### config.mk
export PLATFORM = sky130hd
export DESIGN_NAME = led_white_fade_dither
export DESIGN_NICKNAME = d
export VERILOG_FILES = /design/src/rtl/lwfd_pkg.sv /design/src/rtl/led_white_fade_dither.sv /design/src/rtl/lwfd_div.sv
export SDC_FILE = /design/constraint.sdc
export NUM_CORES = 2
export LEC_CHECK = 0
export BUFFER_PORTS_ARGS = -buffer_cell sky130_fd_sc_hd__buf_2
export CORE_MARGIN = 2
export CORE_UTILIZATION = 59
export CTS_CLUSTER_SIZE = 30
export DETAILED_ROUTE_END_ITERATION = 10
export PLACE_DENSITY_LB_ADDON = 0.1
export SLEW_MARGIN = 25
export SYNTH_ARGS = -nofsm -noshare
export SYNTH_HDL_FRONTEND = slang
export SYNTH_SLANG_ARGS = --single-unit
### constraint.sdc
create_clock -name clk_i -period 9.45 [get_ports clk_i]
set_input_delay 0.4725 -clock clk_i [delete_from_list [all_inputs] [get_ports clk_i]]
set_output_delay 0.4725 -clock clk_i [all_outputs]
set_load 0.02 [all_outputs]
### src/rtl/lwfd_pkg.sv
// shared constants for the white fade / dither block
// no dependencies
package lwfd_pkg;

  localparam int unsigned ELAPSED_W = 19;
  localparam int unsigned MS_W      = 16;
  localparam int unsigned DIVISOR_W = MS_W + 10;
  localparam int unsigned ERR_W     = 10;

  localparam logic [31:0] MAX_ELAPSED_US = 32'd500000;
  localparam logic [9:0]  MS_TO_US       = 10'd1000;
  localparam logic [16:0] Q88_FULL       = 17'd65280;

  localparam logic [1:0] MODE_OTHER = 2'd0;
  localparam logic [1:0] MODE_RGB   = 2'd1;
  localparam logic [1:0] MODE_WHITE = 2'd2;
  localparam logic [1:0] MODE_SPARE = 2'd3;

  localparam logic [1:0] REG_MIN_INTERVAL = 2'd0;
  localparam logic [1:0] REG_TRANSITION   = 2'd1;
  localparam logic [1:0] REG_DITHER       = 2'd2;
  localparam logic [1:0] REG_INTERLOCK    = 2'd3;

endpackage

### src/rtl/led_white_fade_dither.sv
// top level: linear cold/warm white fade with temporal dithering
// depends on lwfd_pkg and lwfd_div
//
// usage
//   config channel (cfg_valid_i/cfg_ready_o, cfg_index_i, cfg_data_i) is always
//   ready; write only while no request is in flight
//   a refresh request enters on in_valid_i/in_ready_o with a timestamp, two
//   white targets and a color mode; one result leaves on out_valid_o/out_ready_i
//   in_ready_o is high only while the sequencer is idle
//   a throttled request gets its result in the prep step; otherwise each
//   channel that still moves passes through the shared bit-serial divider
//   (elapsed * delta / transition) before the result is registered
//   the next request is taken at the earliest in the cycle after the result is
//   registered, so no new request is taken while one is in flight
//   the result sits in an output register; if the receiver stalls, the
//   sequencer waits in its output step and takes no new request
//   reset clears config registers, levels, held targets, fade deltas and dither errors
module led_white_fade_dither #(
  parameter int unsigned LEVEL_FRACTION_BITS = 16
) (
  input  logic                          clk_i,
  input  logic                          rst_ni,
  input  logic                          cfg_valid_i,
  output logic                          cfg_ready_o,
  input  logic [1:0]                    cfg_index_i,
  input  logic [31:0]                   cfg_data_i,
  input  logic                          in_valid_i,
  output logic                          in_ready_o,
  input  logic [31:0]                   now_us_i,
  input  logic [LEVEL_FRACTION_BITS:0]  target_cold_i,
  input  logic [LEVEL_FRACTION_BITS:0]  target_warm_i,
  input  logic [1:0]                    mode_i,
  output logic                          out_valid_o,
  input  logic                          out_ready_i,
  output logic                          throttled_o,
  output logic [7:0]                    cold_level_o,
  output logic [7:0]                    warm_level_o,
  output logic                          rgb_blank_o,
  output logic                          fading_o
);
  import lwfd_pkg::*;

  localparam int unsigned LFB = LEVEL_FRACTION_BITS;
  localparam int unsigned LW  = LFB + 1;          // level width
  localparam int unsigned DLW = LW + 1;           // signed delta width
  localparam int unsigned PW  = LW + ELAPSED_W;   // product / quotient width
  localparam int unsigned NW  = PW + 2;           // signed next-level width
  localparam int unsigned BW  = LW + 8;           // level * 255
  localparam int unsigned THR = (2 ** LFB) / 1000;
  localparam logic [LW-1:0] FULL = {1'b1, {LFB{1'b0}}};

  typedef enum logic [2:0] {
    S_IDLE, S_PREP, S_ADV, S_MUL, S_DIVGO, S_DIVW, S_FIN
  } state_e;

  state_e state_q;
  logic   ch_q;

  // configuration
  logic [31:0]   min_int_q;
  logic [MS_W-1:0] trans_q;
  logic          dith_q, intl_q;

  // request capture
  logic [31:0]   now_q;
  logic [LW-1:0] tgt_q [2];
  logic [1:0]    mode_q;

  // fade state
  logic [31:0]          last_q;
  logic [LW-1:0]        held_q [2];
  logic [LW-1:0]        level_q [2];
  logic signed [DLW-1:0] delta_q [2];
  logic signed [ERR_W-1:0] err_q [2];
  logic [ELAPSED_W-1:0] elap_q;
  logic                 clr_q;
  logic [PW-1:0]        prod_q;

  // output register
  logic       out_valid_q, thr_o_q, clr_o_q, fad_o_q;
  logic [7:0] cold_o_q, warm_o_q;

  // request prep
  logic [31:0]           elapsed;
  logic                  too_soon;
  logic [LW-1:0]         t_p [2], lvl_p [2], hld_p [2];
  logic signed [DLW-1:0] dlt_p [2];
  logic                  clr_p;

  always_comb begin
    elapsed  = now_q - last_q;
    too_soon = (min_int_q != '0) && (elapsed < min_int_q);
    clr_p    = 1'b0;
    for (int i = 0; i < 2; i++) begin
      t_p[i]   = (tgt_q[i] > FULL) ? FULL : tgt_q[i];
      lvl_p[i] = level_q[i];
      dlt_p[i] = delta_q[i];
      hld_p[i] = held_q[i];
    end
    if (intl_q) begin
      if (mode_q == MODE_WHITE) begin
        clr_p = 1'b1;
      end else if (mode_q == MODE_RGB) begin
        for (int i = 0; i < 2; i++) begin
          t_p[i]   = '0;
          lvl_p[i] = '0;
          dlt_p[i] = '0;
        end
      end
    end
    // a changed target restarts the fade from the present level, or jumps to it when the transition is zero
    if (held_q[0] != t_p[0] || held_q[1] != t_p[1]) begin
      for (int i = 0; i < 2; i++) begin
        hld_p[i] = t_p[i];
        if (trans_q == '0) begin
          lvl_p[i] = t_p[i];
          dlt_p[i] = '0;
        end else begin
          dlt_p[i] = $signed({1'b0, t_p[i]}) - $signed({1'b0, lvl_p[i]});
        end
      end
    end
  end

  // per-channel advance through the shared divider
  logic [LW-1:0]         cur_lvl, cur_hld;
  logic signed [DLW-1:0] cur_dlt;
  logic [DLW-1:0]        mag_w;
  logic [LW-1:0]         mag;
  logic                  div_start, div_done;
  logic [PW-1:0]         quot;

  assign cur_lvl = level_q[ch_q];
  assign cur_hld = held_q[ch_q];
  assign cur_dlt = delta_q[ch_q];
  assign mag_w   = cur_dlt[DLW-1] ? DLW'(-cur_dlt) : DLW'(cur_dlt);
  assign mag     = mag_w[LW-1:0];
  assign div_start = (state_q == S_DIVGO);

  lwfd_div #(
    .DW(PW),
    .VW(DIVISOR_W)
  ) u_div (
    .clk_i      (clk_i),
    .rst_ni     (rst_ni),
    .start_i    (div_start),
    .dividend_i (prod_q),
    .divisor_i  (DIVISOR_W'(trans_q) * DIVISOR_W'(MS_TO_US)),
    .done_o     (div_done),
    .quotient_o (quot)
  );

  logic signed [NW-1:0] lvl_ext, hld_ext, q_ext, nxt;
  logic                 snap;
  logic [LW-1:0]        adv_lvl;

  always_comb begin
    lvl_ext = $signed({{(NW-LW){1'b0}}, cur_lvl});
    hld_ext = $signed({{(NW-LW){1'b0}}, cur_hld});
    q_ext   = $signed({2'b00, quot});
    nxt     = cur_dlt[DLW-1] ? (lvl_ext - q_ext) : (lvl_ext + q_ext);
    snap    = (cur_dlt > 0 && nxt >= hld_ext) || (cur_dlt < 0 && nxt <= hld_ext);
    if (snap) begin
      adv_lvl = cur_hld;
    end else if (nxt < 0) begin
      adv_lvl = '0;
    end else if (nxt > $signed({{(NW-LW){1'b0}}, FULL})) begin
      adv_lvl = FULL;
    end else begin
      adv_lvl = nxt[LW-1:0];
    end
  end

  // byte conversion, both channels side by side
  logic [LW-1:0]         dif [2];
  logic                  fading;
  logic [7:0]            byte_p [2], byte_d [2];
  logic signed [ERR_W-1:0] err_n [2];
  logic [BW-1:0]         scaled [2];
  logic [BW-1:0]         rounded [2];
  logic [16:0]           base [2];
  logic signed [18:0]    desired [2];
  logic signed [18:0]    rnd [2];

  always_comb begin
    for (int i = 0; i < 2; i++) begin
      dif[i]     = (level_q[i] > held_q[i]) ? (level_q[i] - held_q[i])
                                            : (held_q[i] - level_q[i]);
      scaled[i]  = BW'(level_q[i]) * BW'(255);
      rounded[i] = (scaled[i] + BW'(FULL >> 1)) >> LFB;
      byte_p[i]  = (rounded[i] > BW'(255)) ? 8'd255 : rounded[i][7:0];
      base[i]    = 17'(scaled[i] >> (LFB - 8));
      desired[i] = $signed({2'b00, base[i]}) + 19'(err_q[i]);
      rnd[i]     = (desired[i] + 19'sd128) >>> 8;
      if (desired[i] >= $signed({2'b00, Q88_FULL})) begin
        byte_d[i] = 8'd255;
      end else if (desired[i] <= 0) begin
        byte_d[i] = 8'd0;
      end else begin
        byte_d[i] = rnd[i][7:0];
      end
      if (base[i] == '0 || base[i] >= Q88_FULL) begin
        err_n[i] = '0;
      end else begin
        err_n[i] = ERR_W'(desired[i] - $signed({3'b000, byte_d[i], 8'h00}));
      end
    end
    fading = (dif[0] > LW'(THR)) || (dif[1] > LW'(THR));
  end

  logic out_free;
  logic out_load;
  assign out_free = !out_valid_q || out_ready_i;
  // output register takes a new result in the throttle step or the final step
  assign out_load = out_free && ((state_q == S_PREP && too_soon) || state_q == S_FIN);

  always_ff @(posedge clk_i or negedge rst_ni) begin
    if (!rst_ni) begin
      state_q     <= S_IDLE;
      ch_q        <= 1'b0;
      min_int_q   <= '0;
      trans_q     <= '0;
      dith_q      <= 1'b0;
      intl_q      <= 1'b0;
      last_q      <= '0;
      out_valid_q <= 1'b0;
      clr_q       <= 1'b0;
      for (int i = 0; i < 2; i++) begin
        held_q[i]  <= '0;
        level_q[i] <= '0;
        delta_q[i] <= '0;
        err_q[i]   <= '0;
      end
    end else begin
      if (cfg_valid_i) begin
        case (cfg_index_i)
          REG_MIN_INTERVAL: min_int_q <= cfg_data_i;
          REG_TRANSITION:   trans_q   <= cfg_data_i[MS_W-1:0];
          REG_DITHER:       dith_q    <= cfg_data_i[0];
          REG_INTERLOCK:    intl_q    <= cfg_data_i[0];
          default: ;
        endcase
      end
      if (out_load) begin
        out_valid_q <= 1'b1;
      end else if (out_valid_q && out_ready_i) begin
        out_valid_q <= 1'b0;
      end
      case (state_q)
        S_IDLE: begin
          if (in_valid_i) begin
            state_q <= S_PREP;
          end
        end
        S_PREP: begin
          if (too_soon) begin
            // throttled request: fade state and dither errors stay unchanged
            if (out_free) begin
              thr_o_q     <= 1'b1;
              cold_o_q    <= '0;
              warm_o_q    <= '0;
              clr_o_q     <= 1'b0;
              fad_o_q     <= 1'b0;
              state_q     <= S_IDLE;
            end
          end else begin
            last_q <= now_q;
            elap_q <= (elapsed > MAX_ELAPSED_US) ? '0 : elapsed[ELAPSED_W-1:0];
            clr_q  <= clr_p;
            for (int i = 0; i < 2; i++) begin
              held_q[i]  <= hld_p[i];
              level_q[i] <= lvl_p[i];
              delta_q[i] <= dlt_p[i];
            end
            ch_q    <= 1'b0;
            state_q <= S_ADV;
          end
        end
        S_ADV: begin
          if (cur_lvl == cur_hld || trans_q == '0) begin
            level_q[ch_q] <= cur_hld;
            ch_q          <= 1'b1;
            state_q       <= ch_q ? S_FIN : S_ADV;
          end else begin
            state_q <= S_MUL;
          end
        end
        S_MUL: begin
          prod_q  <= PW'(mag) * PW'(elap_q);
          state_q <= S_DIVGO;
        end
        S_DIVGO: state_q <= S_DIVW;
        S_DIVW: begin
          if (div_done) begin
            level_q[ch_q] <= adv_lvl;
            ch_q          <= 1'b1;
            state_q       <= ch_q ? S_FIN : S_ADV;
          end
        end
        S_FIN: begin
          if (out_free) begin
            thr_o_q     <= 1'b0;
            clr_o_q     <= clr_q;
            fad_o_q     <= fading;
            if (dith_q && fading) begin
              cold_o_q <= byte_d[0];
              warm_o_q <= byte_d[1];
              err_q[0] <= err_n[0];
              err_q[1] <= err_n[1];
            end else begin
              cold_o_q <= byte_p[0];
              warm_o_q <= byte_p[1];
              err_q[0] <= '0;
              err_q[1] <= '0;
            end
            state_q <= S_IDLE;
          end
        end
        default: state_q <= S_IDLE;
      endcase
    end
  end

  // request capture
  always_ff @(posedge clk_i) begin
    if (in_valid_i && in_ready_o) begin
      now_q    <= now_us_i;
      tgt_q[0] <= target_cold_i;
      tgt_q[1] <= target_warm_i;
      mode_q   <= mode_i;
    end
  end

  assign cfg_ready_o  = 1'b1;
  assign in_ready_o   = (state_q == S_IDLE);
  assign out_valid_o  = out_valid_q;
  assign throttled_o  = thr_o_q;
  assign cold_level_o = cold_o_q;
  assign warm_level_o = warm_o_q;
  assign rgb_blank_o  = clr_o_q;
  assign fading_o     = fad_o_q;

`ifndef SYNTH
  a_level_range: assert property (@(posedge clk_i) disable iff (!rst_ni)
    level_q[0] <= FULL && level_q[1] <= FULL)
    else $error("level above full scale");
  a_div_nonzero: assert property (@(posedge clk_i) disable iff (!rst_ni)
    div_start |-> trans_q != '0)
    else $error("divider started with zero transition");
  a_held_range: assert property (@(posedge clk_i) disable iff (!rst_ni)
    held_q[0] <= FULL && held_q[1] <= FULL)
    else $error("held target above full scale");
`endif

endmodule

### src/rtl/lwfd_div.sv
// iterative restoring divider, one quotient bit per cycle
// no dependencies
module lwfd_div #(
  parameter int unsigned DW = 36,
  parameter int unsigned VW = 26
) (
  input  logic          clk_i,
  input  logic          rst_ni,
  input  logic          start_i,
  input  logic [DW-1:0] dividend_i,
  input  logic [VW-1:0] divisor_i,
  output logic          done_o,
  output logic [DW-1:0] quotient_o
);

  localparam int unsigned CW = $clog2(DW + 1);

  logic [DW-1:0] quo_q;
  logic [VW-1:0] rem_q, div_q;
  logic [CW-1:0] cnt_q;
  logic          done_q;
  logic [VW:0]   rem_sh;
  logic          fits;

  assign rem_sh = {rem_q, quo_q[DW-1]};
  assign fits   = rem_sh >= {1'b0, div_q};

  always_ff @(posedge clk_i or negedge rst_ni) begin
    if (!rst_ni) begin
      cnt_q  <= '0;
      done_q <= 1'b0;
    end else if (start_i) begin
      cnt_q  <= CW'(DW);
      done_q <= 1'b0;
    end else if (cnt_q != '0) begin
      cnt_q <= cnt_q - CW'(1);
      if (cnt_q == CW'(1)) begin
        done_q <= 1'b1;
      end
    end
  end

  always_ff @(posedge clk_i) begin
    if (start_i) begin
      quo_q <= dividend_i;
      rem_q <= '0;
      div_q <= divisor_i;
    end else if (cnt_q != '0) begin
      quo_q <= {quo_q[DW-2:0], fits};
      rem_q <= fits ? VW'(rem_sh - {1'b0, div_q}) : rem_sh[VW-1:0];
    end
  end

  assign done_o     = done_q;
  assign quotient_o = quo_q;

endmodule

==> out/results.ini <==
[run_status]
status=completed

[drt]
route.met3.wl_um=9490
firstDrtPassIters=6
met1_length_um=64400
wl_met2_um=74000
via_per_inst=6.00
postRouteAntennaNets=0
dr.first_iter.drc_count=3451
drc=0
wl_per_cell_um=21.5
vias=43700
wirelength_um=156000
routed.top_layer=met5

[sta]
hold_viol=0
fin_crit_sh_pct=94.8
drv_slew=0
setup_tns_ps=0
skew_ps=88.5
rsz0062_at_grt=no
tightestPinTransition_ps=1110
setup_viol=0
fin_crit_ps=8960
fmax_mhz=112
slew-limit-headroom_pct=25.2

[layout]
design_area_mm2=0.0569
fill_cells=7414
register_area_mm2=0.0120
multiInputGateArea_mm2=0.0362
nNetsFinal=7183
n_antenna_cell=0
drive_gt1_share_pct=6.47
final_util_pct=64.6
post_layout_nonfiller_instances=7281
area_growth_pct=9.03

[worst_setup_path]
r2r_cells=31
crit_start=level_q[21]
required_ps=9960
crit_type=reg -> reg
cp-end-kind=flip-flop
r2r_start=level_q[21]
crit_arrival_ps=9470
cp_slowest_cell=fa_1
start_kind=flip-flop
cpPeakStageDelay_ps=640
r2r_slack_ps=490
critical_path.max_fanout=8

[logic_synthesis]
yosys-top-cells-area=fa_1, ha_1, edfxtp_1
muxShareOfSynthArea_pct=1.73
async_reset_ff_share_pct=49.1
synth-seq-area-share_pct=23.1
synth_top_area_share_pct=18.0
synth-compound-area-share_pct=16.2
yosys_register_bits=446
synth_top_family_by_area=adder cells
syn-instance-count=5936
netlist_area_mm2=0.0521
synth_flop_cell=dfrtp_1
ys_types=90
yosys.area.top_type=fa_1
synth_warnings=0
synth_edf_count=201
synth_most_common_cell=inv_1
synth_xor_area_share_pct=5.04
synth_commonest_cells=inv_1, nand2_1, ha_1
yosys.area_share.simple_pct=15.4
avgSynthCellArea_um2=8.78
syn_nets=7047
yosys.area_share.adder_pct=30.8

[place]
routabilityCongestion=1.02
dp_hpwl_um=121000
dpl.cell_count=7099
port-buffer-count=127
dpl_cell_area_mm2=0.0541

[clock_tree]
cts_buffer_depth=3
ctsRootBufferMaster=clkbuf_16
h-tree-depth=2
clk_pin_slew_ps=70
clock-sinks=446
cts_buffers=52
cts_tree=done
clkLatencyLatePin_ps=710

[worst_hold_path]
hold_class=in -> reg
min_from=cfg_data_i[18]
hold_depth=3

[floorplanning]
rows=109
dieArea_mm2=0.0908
initial_core_util_pct=59.3
dieWidth_um=301
core_mm2=0.0880
die_y_um=301
pin_count=129

[global_route]
grt_max_degree=88
antenna_found_initial=2
overflow=0
grt_pass1_vias=43400
grt_pass1_wl_um=245000
grt_use_total_pct=34.7

[run]
maxCapViolations=0

==> kinds of logic after synthesis <==
kind of cell | Yosys count
adder cells (fa/ha/maj) | 1004
AND/OR/NAND/NOR | 1701
other | 1
buffers and inverters | 1074
AO/OA/AOI/OAI | 1324
XOR/XNOR | 300
multiplexers | 86
flip-flops | 446
==> per-stage QoR <==
stage                     setup slack (ps)  hold slack (ps)
after floorplan                        112              177
after global placement                 416              452
after detailed placement               261              466
after CTS                              242            0.136
after global routing                  47.7             9.44
final                                  490             24.1
==> per-layer routing <==
metal  vias to the layer above  GRT usage (%)
met4                         2           16.8
li1                      20400              -
met2                      1574           57.1
met5                         -              0
met1                     21300           45.4
met3                       364           4.43
==> timing repair <==
item	4_1_cts	5_1_grt
endpoints found under the hold margin	154	0
hold buffers	83	0
gates resized for setup	0	7
endpoints found under the setup margin	0	14
setup buffers	0	1
==> critical path: cells and delay by family (launching register included) <==
kind,cells,cell delay (ps)
and+or+nand+nor,5,1530
AOI/OAI and AO/OA,11,2480
DFF,1,470
adders and majority gates,7,3150
xor gates and xnor gates,4,720
buffers and inverters,4,490
==> area by class of cell <==
class                      count  area share [%]
multi-input combinational   4416            63.6
sequential                   446            21.2
inverter                     857            5.67
timing repair buffer         299            3.80
clock buffer                  69            2.58
tap                         1165            2.56
clock inverter                29           0.618
==> flip-flops by register name, indices dropped and copies added (netlist names), 34 cells and up <==
name / flops
delta_q: 36
held_q: 34
level_q: 34
prod_q: 36
tgt_q: 34
u_div.quotient_o: 36
==> placed cells by master, fill, tap and decap left out, types with 55 or more instances in the layout <==
cell type and count:
inv_1 854, nand2_1 740, ha_1 536, fa_1 468
o21ai_0 386, a21oi_1 315, nor2_1 288, dfrtp_1 218
xnor2_1 208, edfxtp_1 201, and2_1 146, buf_2 126
nand3_1 102, xor2_1 91, a21o_1 88, buf_4 87
dlygate4sd3_1 83, nor3_1 71, clkbuf_16 55
==> worst paths after layout <==
path                                        end
hold / removal                    min_int_q[18]
min in group asynchronous             err_q[19]
hold reg to reg            u_div.quotient_o[31]
setup reg to reg                      err_q[19]
setup / recovery                      err_q[19]
max in group asynchronous                  ch_q
Power is left out: the tool's default activity adds up to more than one toggle a clock period on the data nets, which glitch-free logic cannot reach.
